**config.mk**
```make
export PLATFORM = sky130hd
export DESIGN_NAME = ppap_ctrl
export DESIGN_NICKNAME = d
export VERILOG_FILES = /design/src/rtl/ppap_pkg.sv /design/src/rtl/ppap_ctrl.sv
export SDC_FILE = /design/constraint.sdc
export NUM_CORES = 1
export LEC_CHECK = 0
export CORE_AREA = 5 5 42 44
export DETAILED_ROUTE_END_ITERATION = 6
export DIE_AREA = 0 0 47 49
export DONT_BUFFER_PORTS = 1
export SETUP_SLACK_MARGIN = 0.3
export SKIP_LAST_GASP = 1
export SLEW_MARGIN = 0
export SYNTH_ARGS = -nofsm -noshare
export SYNTH_HDL_FRONTEND = slang
export SYNTH_SLANG_ARGS = --single-unit
```
**constraint.sdc**
```tcl
create_clock -name i_clk -period 2.1 [get_ports i_clk]
set_input_delay 0 -clock i_clk [delete_from_list [all_inputs] [get_ports i_clk]]
set_output_delay 0 -clock i_clk [all_outputs]
set_load 0.05 [all_outputs]
```
**src/rtl/ppap_pkg.sv**
```systemverilog
// ----------------------------------------------------------------------------
// ppap_pkg: shared definitions for the ping-pong audio playback block
// Widths, field layout of the stream words, input kinds, source codes and the
// command and status bundles between controller and datapath.
// ----------------------------------------------------------------------------
package ppap_pkg;

    localparam int MAX_FRAMES   = 1024;
    localparam int MAX_CHANNELS = 2;
    localparam int NUM_BLOCKS   = 2;
    localparam int STORE_DEPTH  = NUM_BLOCKS * MAX_FRAMES * MAX_CHANNELS;
    localparam int ADDR_W       = $clog2(STORE_DEPTH);
    localparam int FRAME_W      = $clog2(MAX_FRAMES);
    localparam int CHAN_W       = 1;
    localparam int POS_W        = 11;
    localparam int BF_W         = 11;
    localparam int NCH_W        = 2;
    localparam int SAMPLE_W     = 24;
    localparam int COUNT_W      = 32;
    localparam int MODE_W       = 2;
    localparam int SRC_W        = 2;

    // Input word layout
    localparam int IN_TDATA_W   = 40;
    localparam int IN_TUSER_W   = 3;
    // Output word layout
    localparam int OUT_TDATA_W  = 128;
    localparam int OUT_TUSER_W  = SRC_W;

    // Configuration register indexes
    localparam int CFG_IDX_W    = 1;
    localparam logic [CFG_IDX_W-1:0] CFG_BLOCK_FRAMES = 1'd0;
    localparam logic [CFG_IDX_W-1:0] CFG_NUM_CHANNELS = 1'd1;
    localparam int CFG_DATA_W   = BF_W;

    localparam logic [BF_W-1:0]  BLOCK_FRAMES_RST = BF_W'(MAX_FRAMES);
    localparam logic [NCH_W-1:0] NUM_CHANNELS_RST = NCH_W'(MAX_CHANNELS);

    // Input kinds
    localparam logic [MODE_W-1:0] MODE_LOAD  = 2'd0;
    localparam logic [MODE_W-1:0] MODE_PLAY  = 2'd1;
    localparam logic [MODE_W-1:0] MODE_CLEAR = 2'd2;

    // Source / active block codes
    localparam logic [SRC_W-1:0] SRC_NONE    = 2'd0;
    localparam logic [SRC_W-1:0] SRC_FIRST   = 2'd1;
    localparam logic [SRC_W-1:0] SRC_SECOND  = 2'd2;
    localparam logic [SRC_W-1:0] SRC_INVALID = 2'd3;

    typedef struct packed {
        logic accept;     // input word taken this cycle
        logic emit;       // load a result into the output register
        logic emit_ch1;   // the result loaded is channel one
    } t_dp_cmd;

    typedef struct packed {
        logic in_play;    // pending input word is a play item
        logic two_ch;     // frame in progress carries two channels
        logic out_free;   // output register can take a result now
    } t_dp_status;

endpackage

```
**src/rtl/ppap_ctrl.sv**
```systemverilog
// ----------------------------------------------------------------------------
// ppap_ctrl: play sequencer
// Takes input words and, for a play item, steps the datapath through one
// result per channel as the output register frees up.
// ----------------------------------------------------------------------------
module ppap_ctrl (
    input  logic                i_clk,
    input  logic                i_rst_n,
    input  logic                i_in_valid,
    output logic                o_in_ready,
    input  ppap_pkg::t_dp_status i_status,
    output ppap_pkg::t_dp_cmd   o_cmd
);
    import ppap_pkg::*;

    localparam logic [1:0] ST_IDLE = 2'd0;
    localparam logic [1:0] ST_CH0  = 2'd1;
    localparam logic [1:0] ST_CH1  = 2'd2;

    logic [1:0] r_state;
    logic [1:0] n_state;

    assign o_in_ready = (r_state == ST_IDLE);

    always_comb begin
        n_state        = r_state;
        o_cmd.accept   = 1'b0;
        o_cmd.emit     = 1'b0;
        o_cmd.emit_ch1 = 1'b0;
        unique case (r_state)
            ST_IDLE: begin
                if (i_in_valid) begin
                    o_cmd.accept = 1'b1;
                    if (i_status.in_play) begin
                        n_state = ST_CH0;
                    end
                end
            end
            ST_CH0: begin
                if (i_status.out_free) begin
                    o_cmd.emit = 1'b1;
                    n_state    = i_status.two_ch ? ST_CH1 : ST_IDLE;
                end
            end
            ST_CH1: begin
                if (i_status.out_free) begin
                    o_cmd.emit     = 1'b1;
                    o_cmd.emit_ch1 = 1'b1;
                    n_state        = ST_IDLE;
                end
            end
            default: begin
                n_state = ST_IDLE;
            end
        endcase
    end

    always_ff @(posedge i_clk) begin
        if (!i_rst_n) begin
            r_state <= ST_IDLE;
        end else begin
            r_state <= n_state;
        end
    end

endmodule

```
# Yosys cells after proc, flatten, opt, wreduce, memory -nomap -nowiden
# Cells that the tools add are included.
[word_totals]
regBits = 2
output_inout_bits = 4
in_bits = 6
word_cells = 21
[classes]
eq_ne = 6
mux = 12
n_reduce_logical = 2
[op_table]
columns = ["cell", "count"]
rows = [
  ["two-way mux 2 bit", 6],
  ["inequality test 2 bit, second input constant", 3],
  ["one-hot mux 2 bit (3 select lines)", 1],
  ["two-way mux 1 bit", 4],
  ["AND reduction 4 bit", 1],
  ["== test 2 x 1 -> 1 bit, second input constant", 1],
  ["== test 2 bit, second input constant", 1],
  ["logical NOT 2 bit", 1],
  ["inequality test 2 x 1 -> 1 bit, second input constant", 1],
  ["one-hot mux 1 bit (2 select lines)", 1],
]

# Logic depth before layout (Yosys ltp)
[depth]
ltp_word = 3
mapped_depth = 5
depth_no_buf = 5

# Worst setup path before layout
# No wires, ideal clock.
[synth_timing]
path_type = "reg2out"
from = "register r_state[0]"
to = "output port o_cmd[2] in the netlist's numbering"
arrival_time_ps = 1400
n_path_buf = 0
path_slack_ps = 700
required_time_ps = 2100
path_stages_with_launch = 4
path_cell_list = "dfxtp_1 inv_1 ha_1 and2_1"
[synth_rtl]
columns = ["item", "line", "source"]
rows = [
  ["start: declaration", "ppap_ctrl.sv:20", "logic [1:0] r_state;"],
  ["start signal: assignment", "ppap_ctrl.sv:62", "r_state <= n_state;"],
  ["end: declaration", "ppap_ctrl.sv:12", "output ppap_pkg::t_dp_cmd o_cmd"],
]

==> flow_metrics.env <==
export IMPL_status="complete, no violations"
export IMPL_place_ws_ns=0.623
export IMPL_grt_pass1_vias=146
export IMPL_yosysWarnings=0
export IMPL_fp_dieH_um=49
export IMPL_arrival_ns=1.69
export IMPL_numCtsBuffers=3
export IMPL_max_cap_violations=0
export IMPL_clk_pin_slew_ns=0.03
export IMPL_portBuffers=0
export IMPL_grt_first_pass_wirelength_um=517
export IMPL_postRouteAntennaNets=0
export IMPL_critPathMaxFanout=4
export IMPL_drive_gt1_frac=0.227
export IMPL_dieArea_um2=2300
export IMPL_netlist_instances=17
export IMPL_p_per_area_nw_per_um2=1130
export IMPL_via_per_inst=3.58
export IMPL_grt_max_degree=5
export IMPL_largest_reg_flops=2
export IMPL_synth_edf_count=0
export IMPL_tightest_slew_ns=0.611
export IMPL_tns_ns=0
export IMPL_slew_headroom=0.593
export IMPL_worstSetupPathType="flop to output port"
export IMPL_drc=0
export IMPL_num_rows=14
export IMPL_fmax_mhz=591
export IMPL_post_cts_resized=0
export IMPL_cts_tree="yes"
export IMPL_setup_slack_ns=0.407
export IMPL_cts_hold_buffers=2
export IMPL_yosysUniqueCellTypes=10
export IMPL_top_regs="r_state (2)"
export IMPL_critPathLaunchType="flop"
export IMPL_grt_util_all_layers=0.0387
export IMPL_period_minus_slack_ns=1.69
export IMPL_synth_seq_cells=2
export IMPL_crit_required_ns=2.10
export IMPL_num_vias=136
export IMPL_post_cts_setup_buffers=0
export IMPL_syn_cell_area_um2=156
export IMPL_avgSynthCellArea_um2=9.20
export IMPL_antenna_found_initial=0
export IMPL_clock_latency_ns=0.22
export IMPL_dr_first_iter_drc_count=0
export IMPL_core_um2=1400
export IMPL_synth_top_cells_by_area="dfxtp_1, ha_1, and2_1"
export IMPL_leakage_nw=0.0959
export IMPL_num_io_pins=10
export IMPL_synth_area_leader_cell="dfxtp_1"
export IMPL_grt_setup_unrepaired="no"
export IMPL_wl_per_cell_um=8.84
export IMPL_htreeDepth=1
export IMPL_synth_top_cell_area_share=0.256
export IMPL_top_register="r_state"
export IMPL_setup_viol=0
export IMPL_yosysSeqAreaShare=0.256
export IMPL_vdd_drop_max_mv=0.190
export IMPL_area_growth_pct=40.0
export IMPL_drtPass1Iterations=1
export IMPL_n_antenna_cell=0
export IMPL_synth_main_ff_cell="dfxtp_1"
export IMPL_initial_core_util=0.112
export IMPL_endpoint_kind="output port"
export IMPL_skew_ns=0.00184
export IMPL_total_power_w=0.000247
export IMPL_wirelength_um=336
export IMPL_synth_nets=26
export IMPL_cts_root_buf="clkbuf_4"
export IMPL_drv_slew=0
export IMPL_async_flop_share=0
export IMPL_clk_path_buf_depth=2
export IMPL_hold_viol=0
export IMPL_place_gp_congestion=0.600
export IMPL_synth_common_cells="and2_1, ha_1, dfxtp_1, inv_1, nand2_1"
export IMPL_grt_ovfl_total=0
export IMPL_hold_class="primary input to flop"
export IMPL_cts_sinks=2
export IMPL_fin_crit_sh=0.806
export IMPL_fin_nets=33
export IMPL_dieWidth_um=47
worst paths after layout:
check               from    endpoint  slack [ns]  cells past startpoint
max reg2reg   r_state[1]  r_state[0]        0.63                      4
min reg2reg   r_state[1]  r_state[1]        0.48                      2
min          i_status[2]  r_state[1]        0.06                      3
max           r_state[1]    o_cmd[2]        0.41                      3
layout by cell type, fill, tap and decap left out:
master,count
and2_1,3
mux2i_1,1
clkbuf_4,3
ha_1,3
nand2_1,2
nand3_1,1
inv_1,2
dlygate4sd3_1,2
o21ba_1,1
o221a_2,1
dfxtp_1,2
a21oi_2,1
final cells by class:
cell class	instances	area [um^2]
flip-flops and latches	2	40.0
well taps	16	20.0
multi-input cells	13	109
clock buffers	3	22.5
repair buffers	2	20.0
inverters	2	7.51
fillers	165	1180
routing by layer:
| layer | share of wire | vias to the layer above | GRT usage |
|---|---|---|---|
| met1 | 0.30 | 58 | 0.0241 |
| met3 | 0.24 | 0 | 0.0480 |
| met5 | 0 | - | 0 |
| met4 | 0 | 0 | 0.0553 |
| li1 | - | 68 | - |
| met2 | 0.46 | 10 | 0.0430 |
power breakdown:
part	internal (W)	leakage (nW)	switching, W	total (W)
logic	0.0000316	0.0657	0.0000819	0.000114
clock network	0.0000629	0.0138	0.0000201	0.0000829
registers	0.0000454	0.0164	0.00000485	0.0000502
through the flow:
step,hold slack (ns),std cells,cell area [um^2],util
2_1_floorplan,0.146,17,156,-
3_3_place_gp,0.156,33,176,0.126
3_5_place_dp,0.156,33,176,0.126
4_1_cts,0.0557,38,219,0.156
5_1_grt,0.0680,38,219,0.156
6_report,0.0635,38,219,0.156
kinds of logic (layout without fill, tap and decap cells):
group | after synthesis | after routing | synth area share
adder cells (fa/ha/maj) | 3 | 3 | 0.240
AND/OR/NAND/NOR | 6 | 6 | 0.200
multiplexers | 1 | 1 | 0.0640
buffers and inverters | 2 | 7 | 0.0480
AO/OA/AOI/OAI | 3 | 3 | 0.192
flip-flops | 2 | 2 | 0.256
worst max-delay path, stage by stage (launching register included):
cell and delay (ns):
dfxtp_1 0.31, inv_1 0.08, ha_1 0.55, and2_1 0.53
Note: power is estimated with default switching activity, not from simulation.
